--- config.mk ---
export PLATFORM = sky130hd
export DESIGN_NAME = routine_bytecode_parser_top
export DESIGN_NICKNAME = d
export VERILOG_FILES = /design/src/rtl/rbp_pkg.sv /design/src/rtl/rbp_in_stage.sv /design/src/rtl/rbp_decode.sv /design/src/rtl/rbp_out_stage.sv /design/src/rtl/routine_bytecode_parser_top.sv
export SDC_FILE = /design/constraint.sdc
export NUM_CORES = 1
export LEC_CHECK = 0
export BUFFER_PORTS_ARGS = -buffer_cell sky130_fd_sc_hd__buf_2
export CAP_MARGIN = 20
export CORE_UTILIZATION = 25
export CTS_CLUSTER_DIAMETER = 80
export DETAILED_ROUTE_END_ITERATION = 7
export PLACE_DENSITY = 0.55
export SYNTH_ARGS = -nofsm -noshare
export SYNTH_HDL_FRONTEND = slang
export SYNTH_SLANG_ARGS = --single-unit
--- constraint.sdc ---
create_clock -name aclk -period 4.3 [get_ports aclk]
set_input_delay 0 -clock aclk [delete_from_list [all_inputs] [get_ports aclk]]
set_output_delay 0 -clock aclk [all_outputs]
set_load 0.05 [all_outputs]
--- src/rtl/rbp_pkg.sv ---
`default_nettype none

package rbp_pkg;

    // Opcodes of the routine program
    localparam logic [7:0] OP_GROUP = 8'hEE;
    localparam logic [7:0] OP_END   = 8'hFF;
    localparam logic [7:0] OP_POS   = 8'hAA;
    localparam logic [7:0] OP_SPD   = 8'hBB;
    localparam logic [7:0] OP_LOCK  = 8'hCC;
    localparam logic [7:0] OP_FUNC  = 8'hDD;

    // Number of selectable callbacks and of addressable actuators
    localparam logic [7:0] FUNC_COUNT    = 8'd3;
    localparam logic [3:0] MAX_ACTUATORS = 4'd8;
    localparam logic [3:0] LIMIT_RESET   = 4'd8;

    // Record kinds
    localparam logic [2:0] K_GROUP = 3'd0;
    localparam logic [2:0] K_POS   = 3'd1;
    localparam logic [2:0] K_SPD   = 3'd2;
    localparam logic [2:0] K_LOCK  = 3'd3;
    localparam logic [2:0] K_FUNC  = 3'd4;
    localparam logic [2:0] K_END   = 3'd5;
    localparam logic [2:0] K_ERR   = 3'd6;

    // Error codes
    localparam logic [2:0] E_NONE     = 3'd0;
    localparam logic [2:0] E_OPCODE   = 3'd1;
    localparam logic [2:0] E_ACTUATOR = 3'd2;
    localparam logic [2:0] E_FUNCTION = 3'd3;
    localparam logic [2:0] E_NO_GROUP = 3'd4;

    // Parser phase, one-hot
    typedef enum logic [7:0] {
        PH_IDLE        = 8'b0000_0001,
        PH_OPCODE      = 8'b0000_0010,
        PH_POS_INDEX   = 8'b0000_0100,
        PH_POS_VALUE   = 8'b0000_1000,
        PH_SPD_INDEX   = 8'b0001_0000,
        PH_SPD_CONTROL = 8'b0010_0000,
        PH_SPD_TIMEOUT = 8'b0100_0000,
        PH_FUNC_INDEX  = 8'b1000_0000
    } phase_t;

    // Input word
    typedef struct packed {
        logic [7:0] program_byte;
        logic       routine_start;
    } in_word_t;

    // Result word
    typedef struct packed {
        logic [2:0]  record_kind;
        logic [2:0]  actuator_number;
        logic [7:0]  position_code;
        logic [7:0]  speed_control;
        logic [31:0] timeout_value;
        logic [1:0]  function_number;
        logic [7:0]  group_number;
        logic [2:0]  fault_code;
    } out_word_t;

endpackage

`default_nettype wire

--- src/rtl/rbp_in_stage.sv ---
`default_nettype none

module rbp_in_stage
    import rbp_pkg::*;
(
    input  wire logic     aclk,
    input  wire logic     aresetn,
    input  wire logic     s_valid,
    output logic          s_ready,
    input  wire in_word_t s_word,
    input  wire logic     advance,
    output logic          held_valid,
    output in_word_t      held_word
);

    logic     in_valid_reg;
    logic     in_valid_next;
    in_word_t in_word_reg;

    // The register takes a new word when empty or when its word moves on.
    assign s_ready = !in_valid_reg || advance;

    always_comb begin
        in_valid_next = in_valid_reg;
        if (s_valid && s_ready) begin
            in_valid_next = 1'b1;
        end else if (advance) begin
            in_valid_next = 1'b0;
        end
    end

    always_ff @(posedge aclk) begin
        if (!aresetn) begin
            in_valid_reg <= 1'b0;
        end else begin
            in_valid_reg <= in_valid_next;
        end
    end

    // Payload needs no reset.
    always_ff @(posedge aclk) begin
        if (s_valid && s_ready) begin
            in_word_reg <= s_word;
        end
    end

    assign held_valid = in_valid_reg;
    assign held_word  = in_word_reg;

endmodule

`default_nettype wire

--- src/rtl/rbp_decode.sv ---
`default_nettype none

module rbp_decode
    import rbp_pkg::*;
(
    input  wire logic      aclk,
    input  wire logic      aresetn,
    input  wire logic      cfg_valid,
    input  wire logic [3:0] cfg_data,
    input  wire in_word_t  item,
    input  wire logic      step,
    output logic           res_valid,
    output out_word_t      res_word
);

    logic [3:0]  limit_reg;
    phase_t      phase_reg, phase_next;
    logic [2:0]  act_reg, act_next;
    logic [7:0]  ctl_reg, ctl_next;
    logic [23:0] tsh_reg, tsh_next;
    logic [1:0]  tcnt_reg, tcnt_next;
    logic        gop_reg, gop_next;
    logic [7:0]  gtot_reg, gtot_next;

    phase_t      ph;
    logic [2:0]  act;
    logic [7:0]  ctl;
    logic [23:0] tsh;
    logic [1:0]  tcnt;
    logic        gop;
    logic [7:0]  gtot;
    logic [7:0]  b;
    logic [3:0]  lim;
    logic        index_ok;

    // Limits above eight act as eight.
    assign b        = item.program_byte;
    assign lim      = (limit_reg > MAX_ACTUATORS) ? MAX_ACTUATORS : limit_reg;
    assign index_ok = b < {4'd0, lim};

    // Configuration register.
    always_ff @(posedge aclk) begin
        if (!aresetn) begin
            limit_reg <= LIMIT_RESET;
        end else if (cfg_valid) begin
            limit_reg <= cfg_data;
        end
    end

    // One parser step per byte; a start flag clears the state first.
    always_comb begin
        ph   = item.routine_start ? PH_OPCODE : phase_reg;
        act  = item.routine_start ? 3'd0  : act_reg;
        ctl  = item.routine_start ? 8'd0  : ctl_reg;
        tsh  = item.routine_start ? 24'd0 : tsh_reg;
        tcnt = item.routine_start ? 2'd0  : tcnt_reg;
        gop  = item.routine_start ? 1'b0  : gop_reg;
        gtot = item.routine_start ? 8'd0  : gtot_reg;

        phase_next = ph;
        act_next   = act;
        ctl_next   = ctl;
        tsh_next   = tsh;
        tcnt_next  = tcnt;
        gop_next   = gop;
        gtot_next  = gtot;
        res_valid  = 1'b0;
        res_word   = '0;

        case (ph)
            PH_OPCODE: begin
                res_valid = 1'b1;
                if (b == OP_END) begin
                    phase_next           = PH_IDLE;
                    res_word.record_kind = K_END;
                end else if (b == OP_GROUP) begin
                    gop_next             = 1'b1;
                    gtot_next            = (gtot == 8'hFF) ? gtot : gtot + 8'd1;
                    res_word.record_kind = K_GROUP;
                end else if (b == OP_LOCK) begin
                    res_word.record_kind = K_LOCK;
                end else if (b == OP_POS || b == OP_SPD || b == OP_FUNC) begin
                    if (!gop) begin
                        phase_next           = PH_IDLE;
                        res_word.record_kind = K_ERR;
                        res_word.fault_code  = E_NO_GROUP;
                    end else begin
                        res_valid  = 1'b0;
                        phase_next = (b == OP_POS) ? PH_POS_INDEX :
                                     (b == OP_SPD) ? PH_SPD_INDEX : PH_FUNC_INDEX;
                    end
                end else begin
                    phase_next           = PH_IDLE;
                    res_word.record_kind = K_ERR;
                    res_word.fault_code  = E_OPCODE;
                end
            end
            PH_POS_INDEX, PH_SPD_INDEX: begin
                if (!index_ok) begin
                    res_valid            = 1'b1;
                    phase_next           = PH_IDLE;
                    res_word.record_kind = K_ERR;
                    res_word.fault_code  = E_ACTUATOR;
                end else begin
                    act_next   = b[2:0];
                    phase_next = (ph == PH_POS_INDEX) ? PH_POS_VALUE : PH_SPD_CONTROL;
                end
            end
            PH_POS_VALUE: begin
                res_valid                = 1'b1;
                phase_next               = PH_OPCODE;
                res_word.record_kind     = K_POS;
                res_word.actuator_number = act;
                res_word.position_code   = b;
            end
            PH_SPD_CONTROL: begin
                ctl_next   = b;
                tsh_next   = 24'd0;
                tcnt_next  = 2'd0;
                phase_next = PH_SPD_TIMEOUT;
            end
            PH_SPD_TIMEOUT: begin
                // Timeout bytes arrive least significant first.
                case (tcnt)
                    2'd0: begin
                        tsh_next  = tsh | {16'd0, b};
                        tcnt_next = 2'd1;
                    end
                    2'd1: begin
                        tsh_next  = tsh | {8'd0, b, 8'd0};
                        tcnt_next = 2'd2;
                    end
                    2'd2: begin
                        tsh_next  = tsh | {b, 16'd0};
                        tcnt_next = 2'd3;
                    end
                    default: begin
                        res_valid                = 1'b1;
                        tsh_next                 = 24'd0;
                        tcnt_next                = 2'd0;
                        phase_next               = PH_OPCODE;
                        res_word.record_kind     = K_SPD;
                        res_word.actuator_number = act;
                        res_word.speed_control   = ctl;
                        res_word.timeout_value   = {b, tsh};
                    end
                endcase
            end
            PH_FUNC_INDEX: begin
                res_valid = 1'b1;
                if (b >= FUNC_COUNT) begin
                    phase_next           = PH_IDLE;
                    res_word.record_kind = K_ERR;
                    res_word.fault_code  = E_FUNCTION;
                end else begin
                    phase_next               = PH_OPCODE;
                    res_word.record_kind     = K_FUNC;
                    res_word.function_number = b[1:0];
                end
            end
            default: begin
                phase_next = PH_IDLE;
            end
        endcase

        // Every record carries the group count after this byte.
        res_word.group_number = gtot_next;
    end

    // Parser state advances only when the held word is consumed.
    always_ff @(posedge aclk) begin
        if (!aresetn) begin
            phase_reg <= PH_IDLE;
            act_reg   <= 3'd0;
            ctl_reg   <= 8'd0;
            tsh_reg   <= 24'd0;
            tcnt_reg  <= 2'd0;
            gop_reg   <= 1'b0;
            gtot_reg  <= 8'd0;
        end else if (step) begin
            phase_reg <= phase_next;
            act_reg   <= act_next;
            ctl_reg   <= ctl_next;
            tsh_reg   <= tsh_next;
            tcnt_reg  <= tcnt_next;
            gop_reg   <= gop_next;
            gtot_reg  <= gtot_next;
        end
    end

endmodule

`default_nettype wire

--- src/rtl/rbp_out_stage.sv ---
`default_nettype none

module rbp_out_stage
    import rbp_pkg::*;
(
    input  wire logic      aclk,
    input  wire logic      aresetn,
    input  wire logic      load,
    input  wire out_word_t load_word,
    output logic           m_valid,
    input  wire logic      m_ready,
    output out_word_t      m_word
);

    logic      out_valid_reg;
    logic      out_valid_next;
    out_word_t out_word_reg;

    // A new record replaces the one being taken; otherwise the register drains.
    always_comb begin
        out_valid_next = out_valid_reg;
        if (load) begin
            out_valid_next = 1'b1;
        end else if (m_ready) begin
            out_valid_next = 1'b0;
        end
    end

    always_ff @(posedge aclk) begin
        if (!aresetn) begin
            out_valid_reg <= 1'b0;
        end else begin
            out_valid_reg <= out_valid_next;
        end
    end

    always_ff @(posedge aclk) begin
        if (load) begin
            out_word_reg <= load_word;
        end
    end

    assign m_valid = out_valid_reg;
    assign m_word  = out_word_reg;

endmodule

`default_nettype wire

--- src/rtl/routine_bytecode_parser_top.sv ---
// Channel   Direction  Handshake            Word
// s_        in         s_valid / s_ready    in_word_t (program byte, start flag)
// m_        out        m_valid / m_ready    out_word_t (decoded record)
// cfg_      in         cfg_valid / cfg_ready  4-bit actuator limit
//
// One program byte is taken every cycle unless a blocked result register holds it back;
// a record is presented once its last byte has sat in the input register and the record
// has then been loaded into the result register.
// Reset is synchronous and active low: the limit returns to eight and the parser
// drops bytes until one carries the start flag.
// A stalled result register holds back only bytes that produce a record; s_ready
// follows m_ready combinationally. Configuration writes are taken in any cycle.
`default_nettype none

module routine_bytecode_parser_top
    import rbp_pkg::*;
(
    input  wire logic       aclk,
    input  wire logic       aresetn,
    input  wire logic       s_valid,
    output logic            s_ready,
    input  wire in_word_t   s_word,
    output logic            m_valid,
    input  wire logic       m_ready,
    output out_word_t       m_word,
    input  wire logic       cfg_valid,
    output logic            cfg_ready,
    input  wire logic [3:0] cfg_data
);

    logic      held_valid;
    in_word_t  held_word;
    logic      res_valid;
    out_word_t res_word;
    logic      advance;

    assign cfg_ready = 1'b1;

    // The held byte moves on unless it makes a record and the result register is blocked.
    assign advance = held_valid && (!res_valid || !m_valid || m_ready);

    rbp_in_stage u_in_stage (
        .aclk       (aclk),
        .aresetn    (aresetn),
        .s_valid    (s_valid),
        .s_ready    (s_ready),
        .s_word     (s_word),
        .advance    (advance),
        .held_valid (held_valid),
        .held_word  (held_word)
    );

    rbp_decode u_decode (
        .aclk      (aclk),
        .aresetn   (aresetn),
        .cfg_valid (cfg_valid),
        .cfg_data  (cfg_data),
        .item      (held_word),
        .step      (advance),
        .res_valid (res_valid),
        .res_word  (res_word)
    );

    rbp_out_stage u_out_stage (
        .aclk      (aclk),
        .aresetn   (aresetn),
        .load      (advance && res_valid),
        .load_word (res_word),
        .m_valid   (m_valid),
        .m_ready   (m_ready),
        .m_word    (m_word)
    );

endmodule

`default_nettype wire

---- Word level (Yosys, flattened, before mapping) ----
Cells that the tools add are included.
operators by class
  add/subtract/negate cells ............... 1
  $lt $le $gt $ge ......................... 3
  eq/ne operators ......................... 16
  muxes and demuxes ....................... 64
  bitwise logic cells ..................... 5
  reduce and logical (&&, ||, !) cells .... 19
operators by type and width
  kind                                                                                 count
  8-bit 2-to-1 mux                                                                     17
  24-bit one-hot mux with 3 select lines                                               1
  8-bit equality test, second input constant                                           8
  24-bit one-hot mux with 2 select lines                                               1
  8-bit one-hot mux with 6 select lines                                                1
  3-bit 2-to-1 mux                                                                     14
  24-bit 2-to-1 mux                                                                    1
  24-bit by 16-bit bitwise OR with 24-bit output                                       1
  24-bit bitwise OR                                                                    1
  24-bit by 8-bit bitwise OR with 24-bit output                                        1
  1-bit 2-to-1 mux                                                                     15
  3-bit one-hot mux with 5 select lines                                                1
  2-bit 2-to-1 mux                                                                     5
  3-bit one-hot mux with 3 select lines                                                1
  8-bit by 1-bit adder with 8-bit output, second input constant                        1
  8-bit by 2-bit equality test with 1-bit output, second input constant                1
  8-bit by 3-bit equality test with 1-bit output, second input constant                1
  8-bit by 4-bit equality test with 1-bit output, second input constant                1
  8-bit by 5-bit equality test with 1-bit output, second input constant                1
  8-bit by 6-bit equality test with 1-bit output, second input constant                1
  8-bit by 7-bit equality test with 1-bit output, second input constant                1
  8-bit by 2-bit greater-or-equal comparator with 1-bit output, second input constant  1
  8-bit by 4-bit < comparator with 1-bit output                                        1
  6-bit 2-to-1 mux                                                                     1
  other kinds (18)                                                                     30
word-level totals
  flip-flop bits (word level) ............. 136
  bits of input ports ..................... 18
  output and inout port bits .............. 70

---- Longest topological paths before layout ----
Gate-level depths: netlist (run 1).
  depth in word-level cells ............... 15
  gate-level depth with buffers ........... 13
  gate-level depth less buffers ........... 9

---- By module ----
A second synthesis (run 1) with hierarchy kept.
second synthesis, totals
  cells, all modules ...................... 532
  area total of the unflattened synthesis .. 5931.9 µm²
modules (own cells, without submodules)
  module                       instances  cells an instance  area each (µm²)  sequential area each (µm²)
  rbp_decode                   1          442                3507.1           1161.1
  rbp_out_stage                1          70                 2053.2           2031.9
  rbp_in_stage                 1          14                 327.8            290.3
  routine_bytecode_parser_top  1          6                  43.8             0.0

---- Worst setup path before layout (run 1) ----
No wires, ideal clock.
  path type ............................... register to register
  from .................................... register u_in_stage.in_word_reg (netlist bit u_in_stage.held_word[0])
  to ...................................... register u_out_stage.out_word_reg (netlist bit u_out_stage.m_word[0]) (enable)
  library setup time ...................... 0.432 ns
  arrival ................................. 4.210 ns
  data required time ...................... 3.868 ns
  setup slack ............................. -0.342 ns
  cell stages (with the launch flop) ...... 13
  path buffers ............................ 4
  period minus slack after synthesis ...... 4.642 ns
  cells stage by stage .................... edfxtp_1 -> clkbuf_1 -> clkbuf_1 -> nand2b_1 -> inv_1 -> ha_1 -> and3b_1 -> o211a_1 -> a211oi_2 -> o21ba_1 -> buf_6 -> buf_6 -> and2_1
between the ends
  cells in the longest elaborated chain, start to end .. 12
  elaborated cells on any way between the ends .. 27
  those cells by class .................... 8 x eq/ne; 10 x mux; 9 x reduce/logical
ends and longest elaborated chain
  item                                     line                               text
  start: declaration                       rbp_in_stage.sv:18                 in_word_t in_word_reg;
  start signal: assignment                 rbp_in_stage.sv:43                 in_word_reg <= s_word;
  1-bit 2-to-1 mux                         rbp_decode.sv:57                   gop = item.routine_start ? 1'b0 : gop_reg;
  1-bit 2-to-1 mux                         rbp_decode.sv:83                   if (!gop) begin
  1-bit 2-to-1 mux                         rbp_decode.sv:82                   end else if (b == OP_POS || b == OP_SPD || b == OP_FUNC) begin
  1-bit 2-to-1 mux                         rbp_decode.sv:80                   end else if (b == OP_LOCK) begin
  1-bit 2-to-1 mux                         rbp_decode.sv:76                   end else if (b == OP_GROUP) begin
  1-bit 2-to-1 mux                         rbp_decode.sv:73                   if (b == OP_END) begin
  1-bit one-hot mux with 4 select lines *  rbp_decode.sv:70                   case (ph)
  1-bit logical NOT                        routine_bytecode_parser_top.sv:40  assign advance = held_valid && (!res_valid || !m_valid || m_ready);
  1-bit logical OR (2 in series)           routine_bytecode_parser_top.sv:40
  1-bit logical AND                        routine_bytecode_parser_top.sv:40
  1-bit logical AND *                      routine_bytecode_parser_top.sv:67  .load (advance && res_valid),
  named net u_out_stage.load               rbp_out_stage.sv:8                 input wire logic load,
  end signal: assignment                   rbp_out_stage.sv:39                out_word_reg <= load_word;
  end: declaration                         rbp_out_stage.sv:17                out_word_t out_word_reg;
The timed path passes the listed nets; every way through them passes the cells marked *.
A chain may end at the register's enable or synchronous reset.

---- Worst setup path in the final report (run 1) ----
  from .................................... register u_in_stage.in_word_reg (netlist bit u_in_stage.held_word[0])
  to ...................................... register u_out_stage.out_word_reg (netlist bit u_out_stage.m_word[56]) (enable)
The elaborated chain is that of the path after synthesis.

==> results of run 1 <==
[report_power, final]
part | total, mW | switching, mW | internal [mW]
logic | 0.217 | 0.151 | 0.0657
clock network | 1.37 | 0.607 | 0.763
registers | 1.42 | 0.0223 | 1.40
[how the worst max path moves through the flow]
stage / from / endpoint / slack (ps) / depth (start not counted)
detailed placement: u_in_stage.held_word[0] / u_out_stage.m_word[43] / 1140 / 9
finish: u_in_stage.held_word[0] / u_out_stage.m_word[56] / 1130 / 9
global route: u_in_stage.held_word[0] / u_out_stage.m_word[1] / 890 / 9
floorplan: u_in_stage.held_word[0] / u_out_stage.m_word[0] / 390 / 12
CTS: u_in_stage.held_word[0] / u_out_stage.m_word[37] / 1120 / 9
global placement: u_in_stage.held_word[0] / u_out_stage.m_word[42] / 1240 / 9
[critical path: stages (launching register included)]
cell and delay, ps:
edfxtp_1 380, nand2b_1 210, inv_1 90, ha_1 250
and3b_1 200, o211a_1 280, a211oi_2 300, o21ba_1 510
and2_2 280, buf_4 320
[per-layer routing]
layer  vias to the layer above  part of all wire
met5                         -                 0
met4                         0             0.022
met3                        21             0.060
met2                       111              0.46
met1                      1878              0.46
li1                       1961                 -
[cell usage after synthesis (3+ instances only)]
master,instances
mux2_2,4
and2_1,55
nor3_1,10
or2_2,4
o41ai_1,3
o2bb2ai_1,35
a211oi_2,5
nand4_1,5
clkbuf_1,14
o211ai_1,3
buf_6,5
nor4_1,12
mux2i_1,10
ha_1,8
dfxtp_1,60
edfxtp_1,76
nand2b_1,7
nand2_1,30
nor2_1,32
and3_1,3
inv_1,5
a21oi_1,10
nand3_1,11
nor2b_1,11
[cells by family after synthesis]
logic type | after synthesis
flip-flops | 136
adder cells (fa/ha/maj) | 8
XOR/XNOR | 4
AO/OA/AOI/OAI | 76
multiplexers | 14
other | 1
AND/OR/NAND/NOR | 200
buffers and inverters | 28
[area by class of cell]
class	instances	share of cell area
inverter	6	0.003108
tap	280	0.04834
multi-input combinational	303	0.2892
clock buffer	17	0.05870
timing repair buffer	116	0.1015
clock inverter	15	0.01847
sequential	136	0.4807
==> summary.md, run 1 <==
| Metric | Value |
|---|---|
| Fin Setup TNS | `0 ps` |
| Post-synthesis simple-gate area fraction | `0.2010` |
| Required @ worst endpoint | `4390 ps` |
| Main combinational cell family by area after synthesis | `simple AND/OR/NAND/NOR gates` |
| Hold Crit Endpoint | `u_in_stage.held_word[3]` |
| GR Util met3 | `0.03941` |
| Commonest non-fill, non-tap cell in the layout | `buf_2` |
| Vias per cell | `4.549` |
| Pwr per Cell Area | `415.0 nW/um^2` |
| Post_cts resized | `0` |
| Final slew viol count | `0` |
| Clk sink count | `136` |
| Pin count of the biggest net entering global routing | `44` |
| Placed cell areas | `6467 sq um` |
| Worst Hold Launch | `s_word[3]` |
| Layout area overhead | `26.66%` |
| Area leader, netlist | `edfxtp_1` |
| Fin Hold WS | `304.0 ps` |
| Most used flip-flop cell after synthesis | `edfxtp_1` |
| Postcts setup bufs | `0` |
| Slew @ Worst Pin | `790.9 ps` |
| Met2 Use GR | `0.1866` |
| Final-report setup violation count | `0` |
| Antenna viol nets, final | `0` |
| Max FFs per register | `67` |
| Distinct cells, synth | `58` |
| Seq/Total Area, Yosys | `0.6088` |
| Max clock buf depth | `2` |
| Port bufs | `86` |
| Fill count | `2,228` |
| Fin cells | `873` |
| Die H | `153.3 microns` |
| Max cap viols | `0` |
| R2r endpoint | `u_out_stage.m_word[56]` |
| Share of layout cells above drive strength 1 | `0.2530` |
| Via count | `3,971` |
| Min Clock Period, post-route | `3167 ps` |
| Cts hold-fix bufs | `22` |
| Leakage | `2.633 nW` |
| Synth Instances | `467` |
| # H-tree levels | `4` |
| Worst-path clk slew | `60 ps` |
| RePlAce Congestion | `0.8503` |
| Final period utilization | `0.7364` |
| Core area | `22,160 sq um` |
| Final core utilization | `0.3270` |
| Critical path fanouts, max | `24` |
| Endpoints failing hold | `0` |
| Yosys Warn Count | `0` |
| Place WS | `1140 ps` |
| FMAX | `315.8 MHz` |
| Number of synthesized register bits | `136` |
| Worst hold stages | `2` |
| Die width | `153.3 microns` |
| Most frequent cells in the layout | `buf_2 (86), edfxtp_1 (76), dfxtp_1 (60)` |
| Crit Path Class | `reg2reg` |
| Post-synthesis cell area | `5722 sq um` |
| Met1 Use GR | `0.1497` |
| FFs w/ async S/R, synth | `0` |
| Register Area | `3483 sq um` |
| Drt total wl | `13,450 microns` |
| Routed wire per std cell | `15.40 microns` |
| Worst r2r src | `u_in_stage.held_word[0]` |
| Crit end category | `flop` |
| Worst hold path type | `in2reg` |
| Grt total ovfl | `0` |
| Area of the multi-input gates | `2096 sq um` |
| Cell area after layout | `7247 sq um` |
| Initial core utilization | `0.2582` |
| Post-synth top area share | `0.3989` |
| Skew-Pair Late Insertion Delay | `420 ps` |
| DR DRC count | `0` |
| Net Count, Synth | `493` |
| Status | `completed` |
| Nets@finish | `606` |
| R2R setup slack | `1130 ps` |
| Final Skew | `9.025 ps` |
| Initial antenna violation count | `0` |
| DRT Pass-1 Iters | `5` |
| Post-synthesis xor/xnor area fraction | `0.006123` |
| Antenna Cells | `0` |
| Half-perimeter wire length after placement | `9546 microns` |
| Number of global-route vias before repair | `3,939` |
| Mean area per synthesized cell | `12.25 sq um` |
| Post-Synth Adder-Cell Area | `0.01749` |
| Placed cells | `819` |
| Post-synthesis compound-gate area fraction | `0.1146` |
| Mux cell area share after synthesis | `0.02537` |
| Worst slew margin | `0.4704` |
| Worst EP arrival | `3250 ps` |
| CTS Root Cell | `clkbuf_16` |
| TritonCTS Buffers | `17` |
| Die area | `23,500 sq um` |
| Global-route wire length before repair | `21,390 microns` |
| Global routing's busiest layer | `met2` |
| Initial DRC Count | `140` |
| Crit path launch type | `flop` |
| CTS tree | `done` |
| Total GRT Usage | `0.1195` |
| Overall Power | `3.007 mW` |
| RSZ-0062 raised after global routing | `false` |
| Number of synthesized flops with an enable pin | `76` |
| # IOs | `88` |
| Top cells by area, synth | `edfxtp_1 (40%), dfxtp_1 (21%), and2_1 (6.0%)` |
| Final WS setup | `1133 ps` |
| Peak supply drop | `0.0001784 V` |
| Reg2reg path depth | `9` |
| Row count | `54` |
Power figures use the tool's default switching activity.
==> inputs of run 2 (changes only) <==
==> constraint.sdc (replaced) <==
create_clock -name aclk -period 2.9 [get_ports aclk]
set_input_delay 0 -clock aclk [delete_from_list [all_inputs] [get_ports aclk]]
set_output_delay 0 -clock aclk [all_outputs]
set_load 0.05 [all_outputs]
==> run 2 against run 1 <==
  * Count of clock-buffer cells in the layout is the same
  * Clock skew is essentially flat
  * Sequential share of layout area shrank 2.0 points
  * Critical endpoint is now s_ready
==> summary.md, run 2 (synthesized netlist as in run 1, its figures left out) <==
| Metric | Value |
|---|---|
| Status | `completed` |
| Required @ worst endpoint | `2900 ps` |
| Final Skew | `8.889 ps` |
| Die width | `153.3 microns` |
| Via count | `4,147` |
| Pwr per Cell Area | `610.8 nW/um^2` |
| Worst-path clk slew | `60 ps` |
| Row count | `54` |
| Layout area overhead | `32.23%` |
| FMAX | `362.6 MHz` |
| Crit path launch type | `flop` |
| Final core utilization | `0.3414` |
| Pin count of the biggest net entering global routing | `41` |
| Slew @ Worst Pin | `506.0 ps` |
| Worst hold path type | `in2reg` |
| Grt total ovfl | `0` |
| # IOs | `88` |
| Delay-heaviest family, CP | `simple AND/OR/NAND/NOR gates` |
| RePlAce Congestion | `0.8135` |
| Critical path fanouts, max | `6` |
| Leakage | `2.801 nW` |
| Worst EP arrival | `2760 ps` |
| Final-report setup violation count | `0` |
| Antenna viol nets, final | `0` |
| Drt total wl | `14,000 microns` |
| Commonest non-fill, non-tap cell in the layout | `buf_2` |
| Antenna Cells | `0` |
| GR Util met3 | `0.03686` |
| RSZ-0062 raised after global routing | `false` |
| CP max stage delay | `450 ps` |
| Port bufs | `86` |
| Routed wire per std cell | `15.50 microns` |
| Half-perimeter wire length after placement | `9673 microns` |
| Max cap viols | `0` |
| Crit Path Class | `reg2out` |
| Peak supply drop | `0.0003368 V` |
| CTS Root Cell | `clkbuf_16` |
| Crit end category | `output pin` |
| Met2 Use GR | `0.2072` |
| Skew-Pair Late Insertion Delay | `420 ps` |
| Share of layout cells above drive strength 1 | `0.3082` |
| Initial antenna violation count | `0` |
| TritonCTS Buffers | `17` |
| DR DRC count | `0` |
| Min Clock Period, post-route | `2758 ps` |
| Fin Setup TNS | `0 ps` |
| Global routing's busiest layer | `met2` |
| Fin Hold WS | `302.8 ps` |
| Slowest cell on the critical path | `edfxtp_1` |
| Max FFs per register | `67` |
| Worst slew margin | `0.6626` |
| Number of global-route vias before repair | `4,127` |
| Final period utilization | `0.9510` |
| Most frequent cells in the layout | `buf_2 (86), edfxtp_1 (76), dfxtp_1 (60)` |
| DRT Pass-1 Iters | `4` |
| Die H | `153.3 microns` |
| Initial DRC Count | `269` |
| Met1 Use GR | `0.1492` |
| Vias per cell | `4.592` |
| Clk sink count | `136` |
| Total GRT Usage | `0.1238` |
| WP buf/inv | `3` |
| Core area | `22,160 sq um` |
| Die area | `23,500 sq um` |
| Global-route wire length before repair | `22,290 microns` |
| Initial core utilization | `0.2582` |
| # H-tree levels | `4` |
| Max clock buf depth | `2` |
| Endpoints failing hold | `0` |
| Final slew viol count | `0` |
| Fill count | `2,230` |
| Cell breakdown of the critical path | `nand2b_4 -> inv_1 -> ha_4 -> and3b_1 -> o211a_1 -> a211oi_2 -> or2b_1 -> buf_4 -> nand3_1 -> buf_2` |
| CTS tree | `done` |
| Nets@finish | `636` |
## run 2: timing repair
item,4_1_cts,5_1_grt
buffers inserted,0,5
endpoints found under the setup margin,63,26
resized for setup,1,7
gates cloned,1,0
endpoints found under the hold margin,17,0
hold buffers,22,0
## run 2: stage by stage
step / setup WS [ps] / power, mW / instances / area, sq um
floorplan: -178.6 / 2.363 / 467 / 5767
global placement: 97.06 / 2.463 / 844 / 6666
detailed placement: -6.612 / 2.470 / 844 / 6666
CTS: 24.69 / 4.662 / 899 / 7500
global route: 12.15 / 4.778 / 903 / 7566
finish: 142.0 / 4.621 / 903 / 7566
## run 2: final cells by class
type | count | area [sq um] | area share
timing repair buffer | 145 | 942.2 | 0.1245
clock buffer | 17 | 425.4 | 0.05623
tap | 280 | 350.3 | 0.04630
sequential | 136 | 3483 | 0.4604
clock inverter | 15 | 178.9 | 0.02365
multi-input combinational | 304 | 2161 | 0.2856
inverter | 6 | 25.02 | 0.003307
## run 2: worst reg2reg max path, cell delays in order, from the launching register on
cell and delay [ps]:
edfxtp_1 480, buf_4 180, or4_4 440, nor4b_4 310, a211oi_2 130, or2b_1 220
buf_4 120, and2_4 460
## run 2: metal layers
metal,part of all wire,wire length [microns]
met4,0.019,265
met2,0.49,6817
met3,0.056,789
met5,0,0
met1,0.44,6123
## run 2: path summary, 6_finish.rpt
check | cells past startpoint | slack (ps) | end | startpoint
worst max-delay path | 10 | 140 | s_ready | u_in_stage.held_word[0]
worst min-delay path | 2 | 300 | u_in_stage.held_word[5] | s_word[5]
worst max register to register | 7 | 180 | u_out_stage.m_word[48] | u_in_stage.held_word[0]
worst min register to register | 1 | 460 | u_decode.tsh_reg[8] | u_decode.tsh_reg[8]
## run 2: power by group
group,internal [mW],switching (mW),total (mW)
Sequential,2.07,0.0237,2.10
Clock,1.24,0.926,2.16
Combinational,0.120,0.245,0.364
Total,3.43,1.19,4.62
